<file path="src/rtl/websocket_frame_deframer_unit_macros.svh">
// Assertion macros for the websocket frame deframer RTL.
// Included by the modules that carry concurrent checks; no other dependencies.
`ifndef WEBSOCKET_FRAME_DEFRAMER_UNIT_MACROS_SVH
`define WEBSOCKET_FRAME_DEFRAMER_UNIT_MACROS_SVH
`ifndef SYNTHESIS
// Same-cycle implication check.
`define WSFD_ASSERT_IMP(label, clk, rst, pre, post, msg) \
   label: assert property (@(posedge clk) disable iff (rst) (pre) |-> (post)) \
      else $error(msg);
// Next-cycle implication check.
`define WSFD_ASSERT_NXT(label, clk, rst, pre, post, msg) \
   label: assert property (@(posedge clk) disable iff (rst) (pre) |=> (post)) \
      else $error(msg);
`else
`define WSFD_ASSERT_IMP(label, clk, rst, pre, post, msg)
`define WSFD_ASSERT_NXT(label, clk, rst, pre, post, msg)
`endif
`endif

</file>
<file path="src/rtl/wsfd_pkg.sv">
// Shared types for the websocket frame deframer: parser phases, result kinds,
// and the structs passed between the top level and the parser. No dependencies.
`timescale 1ns / 1ps
`default_nettype none

package wsfd_pkg;

   typedef enum logic [2:0] {
      PH_HDR0  = 3'd0,
      PH_HDR1  = 3'd1,
      PH_EXT16 = 3'd2,
      PH_EXT64 = 3'd3,
      PH_KEY   = 3'd4,
      PH_DATA  = 3'd5,
      PH_DONE  = 3'd6
   } phase_type;

   typedef enum logic [1:0] {
      KIND_DATA = 2'd0,
      KIND_LAST = 2'd1,
      KIND_ERR  = 2'd2
   } kind_type;

   localparam logic [6:0] LEN_CODE_EXT16 = 7'd126;
   localparam logic [6:0] LEN_CODE_EXT64 = 7'd127;
   localparam logic [2:0] EXT16_LAST_IDX = 3'd1;
   localparam logic [2:0] EXT64_LAST_IDX = 3'd7;
   localparam logic [2:0] KEY_LAST_IDX   = 3'd3;

   // One staged input byte plus its advance strobe and chunk-end flag.
   typedef struct packed {
      logic       en;
      logic [7:0] in_byte;
      logic       chunk_end;
   } byte_in_type;

   // Result produced for the staged byte.
   typedef struct packed {
      logic       valid;
      logic [7:0] out_byte;
      kind_type   kind;
   } result_type;

endpackage

`default_nettype wire

</file>
<file path="src/rtl/wsfd_parser.sv">
// Frame header / payload parser: holds the frame state and computes the result
// for one staged byte per cycle while its advance strobe is high. Depends on wsfd_pkg and the assertion macros.
`timescale 1ns / 1ps
`default_nettype none
`include "websocket_frame_deframer_unit_macros.svh"

module wsfd_parser (
   input  wire                  clock,
   input  wire                  reset,
   input  wsfd_pkg::byte_in_type byte_in,
   output wsfd_pkg::result_type  result
);
   import wsfd_pkg::*;

   phase_type   phase_ff, phase_in, phase_step;
   logic        mask_on_ff, mask_on_in;
   logic [2:0]  header_count_ff, header_count_in;
   logic [63:0] remaining_length_ff, remaining_length_in;
   logic [31:0] mask_key_ff, mask_key_in;
   logic [1:0]  mask_index_ff, mask_index_in;

   logic [6:0]  len_code;
   logic [63:0] len_shift;
   logic [2:0]  ext_last_idx;
   logic [7:0]  key_byte;

   // Phase after the length field is complete.
   function automatic phase_type after_len(input logic masked, input logic len_zero);
      phase_type nxt;
      if (masked) begin
         nxt = PH_KEY;
      end else if (len_zero) begin
         nxt = PH_DONE;
      end else begin
         nxt = PH_DATA;
      end
      return nxt;
   endfunction

   assign len_code     = byte_in.in_byte[6:0];
   assign len_shift    = {remaining_length_ff[55:0], byte_in.in_byte};
   assign ext_last_idx = (phase_ff == PH_EXT16) ? EXT16_LAST_IDX : EXT64_LAST_IDX;

   // Next state
   always_comb begin
      phase_step          = phase_ff;
      mask_on_in          = mask_on_ff;
      header_count_in     = header_count_ff;
      remaining_length_in = remaining_length_ff;
      mask_key_in         = mask_key_ff;
      mask_index_in       = mask_index_ff;
      unique case (phase_ff)
         PH_HDR0: begin
            phase_step = PH_HDR1;
         end
         PH_HDR1: begin
            mask_on_in      = byte_in.in_byte[7];
            header_count_in = 3'd0;
            if (len_code == LEN_CODE_EXT16) begin
               remaining_length_in = 64'd0;
               phase_step          = PH_EXT16;
            end else if (len_code == LEN_CODE_EXT64) begin
               remaining_length_in = 64'd0;
               phase_step          = PH_EXT64;
            end else begin
               remaining_length_in = {57'd0, len_code};
               phase_step          = after_len(byte_in.in_byte[7], len_code == 7'd0);
            end
         end
         PH_EXT16, PH_EXT64: begin
            remaining_length_in = len_shift;
            if (header_count_ff == ext_last_idx) begin
               header_count_in = 3'd0;
               phase_step      = after_len(mask_on_ff, len_shift == 64'd0);
            end else begin
               header_count_in = header_count_ff + 3'd1;
            end
         end
         PH_KEY: begin
            mask_key_in = {mask_key_ff[23:0], byte_in.in_byte};
            if (header_count_ff >= KEY_LAST_IDX) begin
               header_count_in = 3'd0;
               mask_index_in   = 2'd0;
               phase_step      = (remaining_length_ff == 64'd0) ? PH_DONE : PH_DATA;
            end else begin
               header_count_in = header_count_ff + 3'd1;
            end
         end
         PH_DATA: begin
            remaining_length_in = remaining_length_ff - 64'd1;
            mask_index_in       = mask_index_ff + 2'd1;
            if (remaining_length_ff == 64'd1) begin
               phase_step = PH_DONE;
            end
         end
         PH_DONE: begin
         end
         default: begin
         end
      endcase
      phase_in = phase_step;
      // chunk end returns everything to reset values
      if (byte_in.chunk_end) begin
         phase_in            = PH_HDR0;
         mask_on_in          = 1'b0;
         header_count_in     = 3'd0;
         remaining_length_in = 64'd0;
         mask_key_in         = 32'd0;
         mask_index_in       = 2'd0;
      end
   end

   // Outputs
   always_comb begin
      case (mask_index_ff)
         2'd0:    key_byte = mask_key_ff[31:24];
         2'd1:    key_byte = mask_key_ff[23:16];
         2'd2:    key_byte = mask_key_ff[15:8];
         default: key_byte = mask_key_ff[7:0];
      endcase
      result.valid    = 1'b0;
      result.out_byte = byte_in.in_byte ^ key_byte;
      result.kind     = (remaining_length_ff == 64'd1) ? KIND_LAST : KIND_DATA;
      if (byte_in.en) begin
         if (byte_in.chunk_end && (phase_step != PH_DONE)) begin
            result.valid    = 1'b1;
            result.out_byte = 8'd0;
            result.kind     = KIND_ERR;
         end else if (phase_ff == PH_DATA) begin
            result.valid = 1'b1;
         end
      end
   end

   always_ff @(posedge clock) begin
      if (reset) begin
         phase_ff            <= PH_HDR0;
         mask_on_ff          <= 1'b0;
         header_count_ff     <= 3'd0;
         remaining_length_ff <= 64'd0;
         mask_key_ff         <= 32'd0;
         mask_index_ff       <= 2'd0;
      end else if (byte_in.en) begin
         phase_ff            <= phase_in;
         mask_on_ff          <= mask_on_in;
         header_count_ff     <= header_count_in;
         remaining_length_ff <= remaining_length_in;
         mask_key_ff         <= mask_key_in;
         mask_index_ff       <= mask_index_in;
      end
   end

   `WSFD_ASSERT_NXT(a_chunk_end_resets, clock, reset, byte_in.en && byte_in.chunk_end,
      phase_ff == PH_HDR0 && mask_key_ff == 32'd0, "parser not reset after chunk end")
   `WSFD_ASSERT_IMP(a_data_len_nonzero, clock, reset, phase_ff == PH_DATA,
      remaining_length_ff != 64'd0, "payload phase with zero length left")
   `WSFD_ASSERT_IMP(a_key_needs_mask, clock, reset, phase_ff == PH_KEY,
      mask_on_ff, "mask key phase on unmasked frame")

endmodule

`default_nettype wire

</file>
<file path="src/rtl/websocket_frame_deframer_unit.sv">
// Top level of the websocket frame deframer: input stage, parser, result register.
// Depends on wsfd_pkg, wsfd_parser and the assertion macros.
//
// Usage:
//  - req channel: one chunk byte per transfer (req_in_byte), with req_chunk_end
//    high on the last byte of the received chunk.
//  - rsp channel: unmasked payload bytes (rsp_kind data / last payload byte),
//    or one error transfer with rsp_out_byte zero when the chunk ends before
//    the frame header or payload is complete.
//  - Header bytes, mask key bytes, zero-length payloads and bytes after the
//    frame produce no rsp transfer.
//  - Path: an accepted byte is held in the input stage, and its result enters
//    the output register when the staged byte advances to the parser.
//  - Throughput: one byte per cycle while the output is not stalled; the parser
//    is combinational between the input stage and the result register.
//  - Stall: while a result waits in the output register, the staged byte holds
//    and req_ready drops once the input stage is also full.
//  - Reset (synchronous, active high): both stages empty, parser back at the
//    first header byte with length, key and counters cleared.
`timescale 1ns / 1ps
`default_nettype none
`include "websocket_frame_deframer_unit_macros.svh"

module websocket_frame_deframer_unit (
   input  wire        clock,
   input  wire        reset,
   input  wire        req_valid,
   output logic       req_ready,
   input  wire  [7:0] req_in_byte,
   input  wire        req_chunk_end,
   output logic       rsp_valid,
   input  wire        rsp_ready,
   output logic [7:0] rsp_out_byte,
   output logic [1:0] rsp_kind
);
   import wsfd_pkg::*;

   // input stage
   logic       s1_valid_ff, s1_valid_in;
   logic [7:0] s1_in_byte_ff;
   logic       s1_chunk_end_ff;
   logic       s1_move;
   logic       req_fire;

   // result register
   logic       rsp_valid_ff, rsp_valid_in;
   logic [7:0] rsp_out_byte_ff;
   kind_type   rsp_kind_ff;

   byte_in_type parse_in;
   result_type  parse_res;

   // staged byte advances whenever the result register is free or draining
   assign s1_move     = s1_valid_ff && (!rsp_valid_ff || rsp_ready);
   assign req_ready   = !s1_valid_ff || s1_move;
   assign req_fire    = req_valid && req_ready;
   assign s1_valid_in = req_fire || (s1_valid_ff && !s1_move);

   assign parse_in.en        = s1_move;
   assign parse_in.in_byte   = s1_in_byte_ff;
   assign parse_in.chunk_end = s1_chunk_end_ff;

   wsfd_parser u_parser (
      .clock   (clock),
      .reset   (reset),
      .byte_in (parse_in),
      .result  (parse_res)
   );

   assign rsp_valid_in = (rsp_valid_ff && !rsp_ready) || parse_res.valid;

   always_ff @(posedge clock) begin
      if (reset) begin
         s1_valid_ff  <= 1'b0;
         rsp_valid_ff <= 1'b0;
      end else begin
         s1_valid_ff  <= s1_valid_in;
         rsp_valid_ff <= rsp_valid_in;
      end
   end

   always_ff @(posedge clock) begin
      if (req_fire) begin
         s1_in_byte_ff   <= req_in_byte;
         s1_chunk_end_ff <= req_chunk_end;
      end
      if (parse_res.valid) begin
         rsp_out_byte_ff <= parse_res.out_byte;
         rsp_kind_ff     <= parse_res.kind;
      end
   end

   assign rsp_valid    = rsp_valid_ff;
   assign rsp_out_byte = rsp_out_byte_ff;
   assign rsp_kind     = rsp_kind_ff;

   `WSFD_ASSERT_IMP(a_err_byte_zero, clock, reset, rsp_valid_ff && rsp_kind_ff == KIND_ERR,
      rsp_out_byte_ff == 8'd0, "error transfer carries nonzero byte")
   `WSFD_ASSERT_NXT(a_stage_holds, clock, reset, s1_valid_ff && !s1_move,
      s1_valid_ff && $stable(s1_in_byte_ff) && $stable(s1_chunk_end_ff),
      "staged byte lost or changed while stalled")
   `WSFD_ASSERT_IMP(a_no_overwrite, clock, reset, parse_res.valid,
      !rsp_valid_ff || rsp_ready, "result register overwritten while full")

endmodule

`default_nettype wire

</file>
<file path="config.mk">
export PLATFORM = sky130hd
export DESIGN_NAME = websocket_frame_deframer_unit
export DESIGN_NICKNAME = d
export VERILOG_FILES = /design/src/rtl/wsfd_pkg.sv /design/src/rtl/wsfd_parser.sv /design/src/rtl/websocket_frame_deframer_unit.sv
export VERILOG_INCLUDE_DIRS = /design/src /design/src/rtl
export SDC_FILE = /design/constraint.sdc
export NUM_CORES = 1
export LEC_CHECK = 0
export ABC_AREA = 1
export CAP_MARGIN = 20
export CORE_MARGIN = 4
export CORE_UTILIZATION = 45
export CTS_CLUSTER_DIAMETER = 40
export DETAILED_ROUTE_END_ITERATION = 8
export DONT_BUFFER_PORTS = 1
export MAX_ROUTING_LAYER = met4
export PLACE_DENSITY_LB_ADDON = 0.2
export SETUP_SLACK_MARGIN = 0.15
export SLEW_MARGIN = 10
export SYNTH_ARGS = -nofsm -noshare
export SYNTH_HDL_FRONTEND = slang
export SYNTH_SLANG_ARGS = --single-unit
</file>
<file path="constraint.sdc">
create_clock -name clock -period 2 [get_ports clock]
set_input_delay 0.2 -clock clock [delete_from_list [all_inputs] [get_ports clock]]
set_output_delay 0.2 -clock clock [all_outputs]
set_load 0.005 [all_outputs]
</file>
After elaboration in Yosys (flattened, before gate mapping)
Index checks and enable logic that the tools add are counted.
{"block": "op_classes", "n_reduce_logical": 29, "bitwise_logic": 1, "n_div": 0, "n_lt_le_gt_ge": 1, "n_mux": 34, "shifts": 0, "multipliers": 0, "n_addsub": 3, "eq_ne": 13}
{"op": "$pmux 64 s3", "count": 1}
{"op": "$logic_not 64->1", "count": 2}
{"op": "$mux 64", "count": 2}
{"op": "$eq 64x1->1 const B", "count": 1}
{"op": "$mux 32", "count": 2}
{"op": "$sub 64x1->64 const B", "count": 1}
{"op": "$mux 3", "count": 12}
{"op": "$pmux 8 s3", "count": 1}
{"op": "$pmux 3 s5", "count": 1}
{"op": "$eq 7x7->1 const B", "count": 2}
{"op": "$mux 11", "count": 1}
{"op": "$mux 10", "count": 1}
{"op": "$mux 2", "count": 5}
{"op": "$pmux 3 s3", "count": 1}
{"op": "$reduce_and 2->1", "count": 4}
{"op": "$reduce_bool 4->1", "count": 2}
{"op": "$xor 8x8->8", "count": 1}
{"op": "$logic_not 7->1", "count": 1}
{"op": "$mux 7", "count": 1}
{"op": "$eq 3x2->1 const B", "count": 2}
{"op": "$eq 3x3->1 const B", "count": 2}
{"op": "$logic_and 1x1->1", "count": 5}
{"op": "$mux 1", "count": 5}
{"op": "$logic_not 1->1", "count": 4}
{"op": "other kinds (17)", "count": 21}
{"block": "word_totals", "output_inout_bits": 12, "latchBits": 0, "mem_count": 0, "mem_bits_rw": 0, "reg_bits": 126, "wordCells": 93, "romBits": 0}

Depth between registers and ports, before layout
{"block": "depth", "depth_word": 11, "depth_mapped": 17, "depth_no_buf": 17}

Cells and area by module
A second synthesis with hierarchy kept.
{"block": "unflattened", "cells_unflattened": 1277, "hier_area_um2": 7981.4}
{"mod": "wsfd_parser", "instances": 1, "cells_per_inst": 1247, "area_each_um2": 7320.8}
{"mod": "websocket_frame_deframer_unit", "instances": 1, "cells_per_inst": 30, "area_each_um2": 660.6}

Worst setup path after synthesis
No wires, ideal clock.
{"block": "synth_path", "kind": "register -> register", "from": "register u_parser.remaining_length_ff[0]", "to": "register rsp_kind_ff[0] (netlist: rsp_kind[0]), enable pin", "arrival_ps": 1619, "n_path_buf": 0, "setup_slack_ps": 67, "period_less_slack_ps": 1933, "setup_ps": 313, "stages_incl_launch_ff": 16, "path_cell_list": "dfxtp_1 > inv_1 > ha_1 > nand2_1 > nor2_2 > nand3_1 > nor2_1 > nand2_1 > nand2_1 > nand2_1 > inv_1 > nand2_1 > nor2_2 > nand2_2 > nand2_4 > nand2_1"}
{"element": "start, declared", "line": "wsfd_parser.sv:18", "text": "logic [63:0] remaining_length_ff, remaining_length_in;"}
{"element": "start signal, assigned", "line": "wsfd_parser.sv:147", "text": "remaining_length_ff <= remaining_length_in;"}
{"element": "end signal, assigned", "line": "websocket_frame_deframer_unit.sv:89", "text": "rsp_kind_ff <= parse_res.kind;"}
{"element": "end, declared", "line": "websocket_frame_deframer_unit.sv:48", "text": "kind_type rsp_kind_ff;"}

Worst setup path in the final report
{"block": "layout_path", "from": "register s1_in_byte_ff[3]", "to": "register rsp_valid_ff (netlist: rsp_valid)"}
{"block": "layout_between", "elab_chain_len": 11}
{"element": "start, declared", "line": "websocket_frame_deframer_unit.sv:40", "text": "logic [7:0] s1_in_byte_ff;"}
{"element": "start signal, assigned", "line": "websocket_frame_deframer_unit.sv:84", "text": "s1_in_byte_ff <= req_in_byte;"}
{"element": "parallel branches: the longest is 5 deep, another holds $logic_not 64->1"}
{"element": "$pmux 3 s5 (*)", "line": "wsfd_parser.sv:52", "text": "unique case (phase_ff)"}
{"element": "$ne 3x3->1 (*)", "line": "wsfd_parser.sv:125", "text": "if (byte_in.chunk_end && (phase_step != PH_DONE)) begin"}
{"element": "$logic_and 1x1->1 (*)", "line": "wsfd_parser.sv:125"}
{"element": "$mux 1 (*)", "line": "wsfd_parser.sv:125"}
{"element": "$mux 11 (*)", "line": "wsfd_parser.sv:124", "text": "if (byte_in.en) begin"}
{"element": "$logic_or 1x1->1 (*)", "line": "websocket_frame_deframer_unit.sv:70", "text": "assign rsp_valid_in = (rsp_valid_ff && !rsp_ready) || parse_res.valid;"}
{"element": "end signal, assigned", "line": "websocket_frame_deframer_unit.sv:78", "text": "rsp_valid_ff <= rsp_valid_in;"}
{"element": "end, declared", "line": "websocket_frame_deframer_unit.sv:46", "text": "logic rsp_valid_ff, rsp_valid_in;"}
Mark *: on every way between the ends.
A chain may end at the register's enable or synchronous reset.

==> flow_summary.toml <==
[detailed_routing]
wl_met2_um = 12600
drtIter0Drc = 640
routedWlPerCell_um = 16.1
dr.pass1.iters = 5
highest_layer = "met4"
wl_met1_um = 11700
vias_per_cell = 5.43
num_vias = 8957
final_antenna_net_count = 0
wl_met3_um = 1550
postRouteWirelength_um = 26500
drc = 0

[die]
start_util = 0.461
die_y_um = 142
io_pins = 25
rows = 48
dieWidth_um = 142
die_area_mm2 = 0.0200
core_area_mm2 = 0.0174

[sta]
finalCritPeriodShare = 1.01
maxSlewHeadroom = 0.604
fin_crit_ns = 2.03
fmax_mhz = 493
setup_viol = 12
drv_slew = 0
rsz0062_at_grt = "yes"
hold_ws_ns = -0.143
hold_viol_final = 101
setup_ws_ns = -0.0296
worstMarginPinSlew_ns = 0.595
fin_skew_ns = 0.0109

[global_route]
grt_pass1_wl_um = 42400
antenna_found_initial = 0
track_usage = 0.270
grt-ovfl-total = 0
grt_start_max_net_pins = 104
grt_pass1_vias = 8330

[critical_path]
cp_max_fo = 4
required_ns = 2.34
cp.arrival_ns = 2.37
crit_start = "s1_in_byte_ff[3]$_DFFE_PP_"
worstSetupStartpointType = "flip-flop"
r2r-end = "rsp_valid$_SDFF_PP0_"
rr_worst_depth = 17
crit_end = "rsp_valid$_SDFF_PP0_"
timing.rr.start = "s1_in_byte_ff[3]$_DFFE_PP_"
r2r_slack_ns = -0.03
crit_type = "reg -> reg"
critPathCaptureType = "flip-flop"

[finish]
fillCellCount = 1521
synthToLayoutAreaGrowth_pct = 38.7
drive_above_1_share = 0.322
n_antenna_cell = 0
nNetsFinal = 1434
final_cell_area_mm2 = 0.0111

[synthesis]
ys.warnings.count = 0
synth.largest_area_cell = "dfxtp_1"
synthDistinctLibCells = 45
synth_area_mm2 = 0.00803
synthArstFlopShare = 0
ys_ff_latch = 126
synthTopCellsByArea = "dfxtp_1 27%, nand2_1 13%, nor2_1 8.7%"
yosys_most_used_dff = "dfxtp_1"
synth_edf_count = 19
synthCells = 1238
synth_fp_nets = 1260
synth_commonest_cells = "287 x nand2_1, 186 x nor2_1, 157 x inv_1, 107 x dfxtp_1, 91 x a21oi_1"
avgSynthCellArea_um2 = 6.49
seq_area_frac_synth = 0.338
yosysMostFrequentCell = "nand2_1"
yosysTopAreaCellShare = 0.267

[clock_network]
cts_tree = "yes"
cts-buffers-inserted = 17
clockBufferDepth = 2
cts_hold_buf = 11
htreeDepth = 4
clkSinkCount = 126
clk_latency_ns = 0.44
clk_pin_slew_ns = 0.07
cts_root_buffer = "clkbuf_16"

[place]
gp_congestion = 0.942
dp_hpwl_um = 17700
placed_area_mm2 = 0.00938
portBuffers = 0

[pwr]
vdd_ir_drop_max_mv = 0.634
p_per_area_mw_per_mm2 = 579
leakage_uw = 0.00472

[run_status]
violations = "negative hold slack, negative setup slack"
outcome = "finished, violations left"

[flow_run]
maxCapViolations = 0

[min_path]
hold_path_class = "in -> reg"
==> flip-flops by register name, summed over array words and instances, names as in the netlist <==
| name | cells |
|---|---|
| u_parser.remaining_length_ff | 64 |
| u_parser.mask_key_ff | 32 |
| rsp_out_byte | 8 |
| s1_in_byte_ff | 8 |
| u_parser.header_count_ff | 3 |
| u_parser.phase_ff | 3 |
| rsp_kind | 2 |
| u_parser.mask_index_ff | 2 |
| rsp_valid | 1 |
| s1_chunk_end_ff | 1 |
| s1_valid_ff | 1 |
| u_parser.mask_on_ff | 1 |
==> metrics by stage <==
step | TNS (ns) | utilization | instances | setup WS, ns | total power [uW]
2_1_floorplan | 0 | - | 1238 | 0.170 | 3030
3_3_place_gp | -0.714 | 0.539 | 1575 | -0.0684 | 3200
3_5_place_dp | -1.01 | 0.539 | 1575 | -0.0991 | 3210
4_1_cts | 0 | 0.602 | 1635 | 0.0212 | 6370
5_1_grt | -3.72 | 0.640 | 1650 | -0.189 | 6640
6_report | -0.241 | 0.640 | 1650 | -0.0296 | 6450
==> power breakdown <==
part           switching [uW]  total (uW)  internal [uW]
registers                21.2        2620           2600
clock network            1380        3120           1740
logic                     402         703            301
total                    1810        6450           4640
==> cell usage in the layout (no fill, tap or decap), types with 5 or more instances in the layout <==
cell type      count
a21oi_1           64
a21oi_2           29
a31oi_1            6
buf_12             6
buf_4            165
buf_6             16
clkbuf_16         18
dfxtp_1           90
dfxtp_2           17
dlygate4sd3_1     11
edfxtp_1          19
ha_1               8
inv_1            152
inv_2             13
inv_6              6
inv_8              7
nand2_1          249
nand2_2           33
nand2_4           13
nand3_1           35
nand3_2            9
nand4_1           10
nor2_1           128
nor2_2            42
nor2_4            51
nor3_1            10
o21ai_0           43
o21ai_1           37
o21ai_2            5
o22ai_1           64
o32ai_1            5
xor2_1            16
==> routing by layer <==
layer  track usage  up-vias
met5             -        -
met4         0.104        0
met3        0.0516       56
met2         0.424      305
met1         0.346     4203
li1              -     4393
==> final cells by class <==
class / count / area, um2 / area share
Clock buffer: 18 / 450 / 0.0404
Clock inverter: 14 / 138 / 0.0124
Inverter: 172 / 671 / 0.0602
Multi-Input combinational cell: 896 / 5210 / 0.468
Sequential cell: 126 / 2730 / 0.245
Tap cell: 225 / 282 / 0.0253
Timing Repair Buffer: 198 / 1650 / 0.148
Timing Repair inverter: 1 / 8.76 / 0.000786
==> critical path, cell delays in order (launching register included) <==
cell	delay (ns)
edfxtp_1	0.42
nor2_2	0.15
nand2_2	0.10
nor2_4	0.15
nand3_2	0.10
nor2_2	0.13
nand2_1	0.07
nand2_1	0.06
nand2_1	0.04
inv_1	0.06
nand2_2	0.06
nor2_2	0.09
nand2_2	0.09
nand2_8	0.13
buf_6	0.11
nand3_2	0.06
nand2_1	0.07
inv_1	0.03
==> timing repair <==
| item | CTS | global route |
|---|---|---|
| endpoints found under the hold margin | 112 | 101 |
| gates cloned | 0 | 1 |
| endpoints found under the setup margin | 56 | 84 |
| resized for setup | 90 | 166 |
| buffers inserted | 17 | 14 |
| pin swaps | 51 | 75 |
==> how the worst min path moves through the flow <==
| stage | startpoint | end | slack (ns) | depth (start not counted) |
|---|---|---|---|---|
| 3_5_place_dp | reset | s1_valid_ff$_SDFF_PP0_ | 0.28 | 1 |
| 4_1_cts | reset | u_parser.mask_key_ff[17]$_SDFFE_PP0P_ | -0.16 | 1 |
| 5_1_grt | reset | u_parser.mask_index_ff[1]$_SDFFE_PP0P_ | -0.15 | 1 |
| 6_report | reset | u_parser.mask_index_ff[1]$_SDFFE_PP0P_ | -0.14 | 1 |
| 3_3_place_gp | reset | s1_valid_ff$_SDFF_PP0_ | 0.28 | 1 |
| 2_1_floorplan | req_chunk_end | s1_chunk_end_ff$_DFFE_PP_ | 0.30 | 0 |
==> cells by family after synthesis <==
| logic type | synth area share |
|---|---|
| AND/OR/NAND/NOR | 0.336 |
| AO/OA/AOI/OAI | 0.190 |
| buffers and inverters | 0.104 |
| flip-flops | 0.338 |
| XOR/XNOR | 0.0185 |
| adder cells (fa/ha/maj) | 0.0140 |
Power figures use the tool's default switching activity.
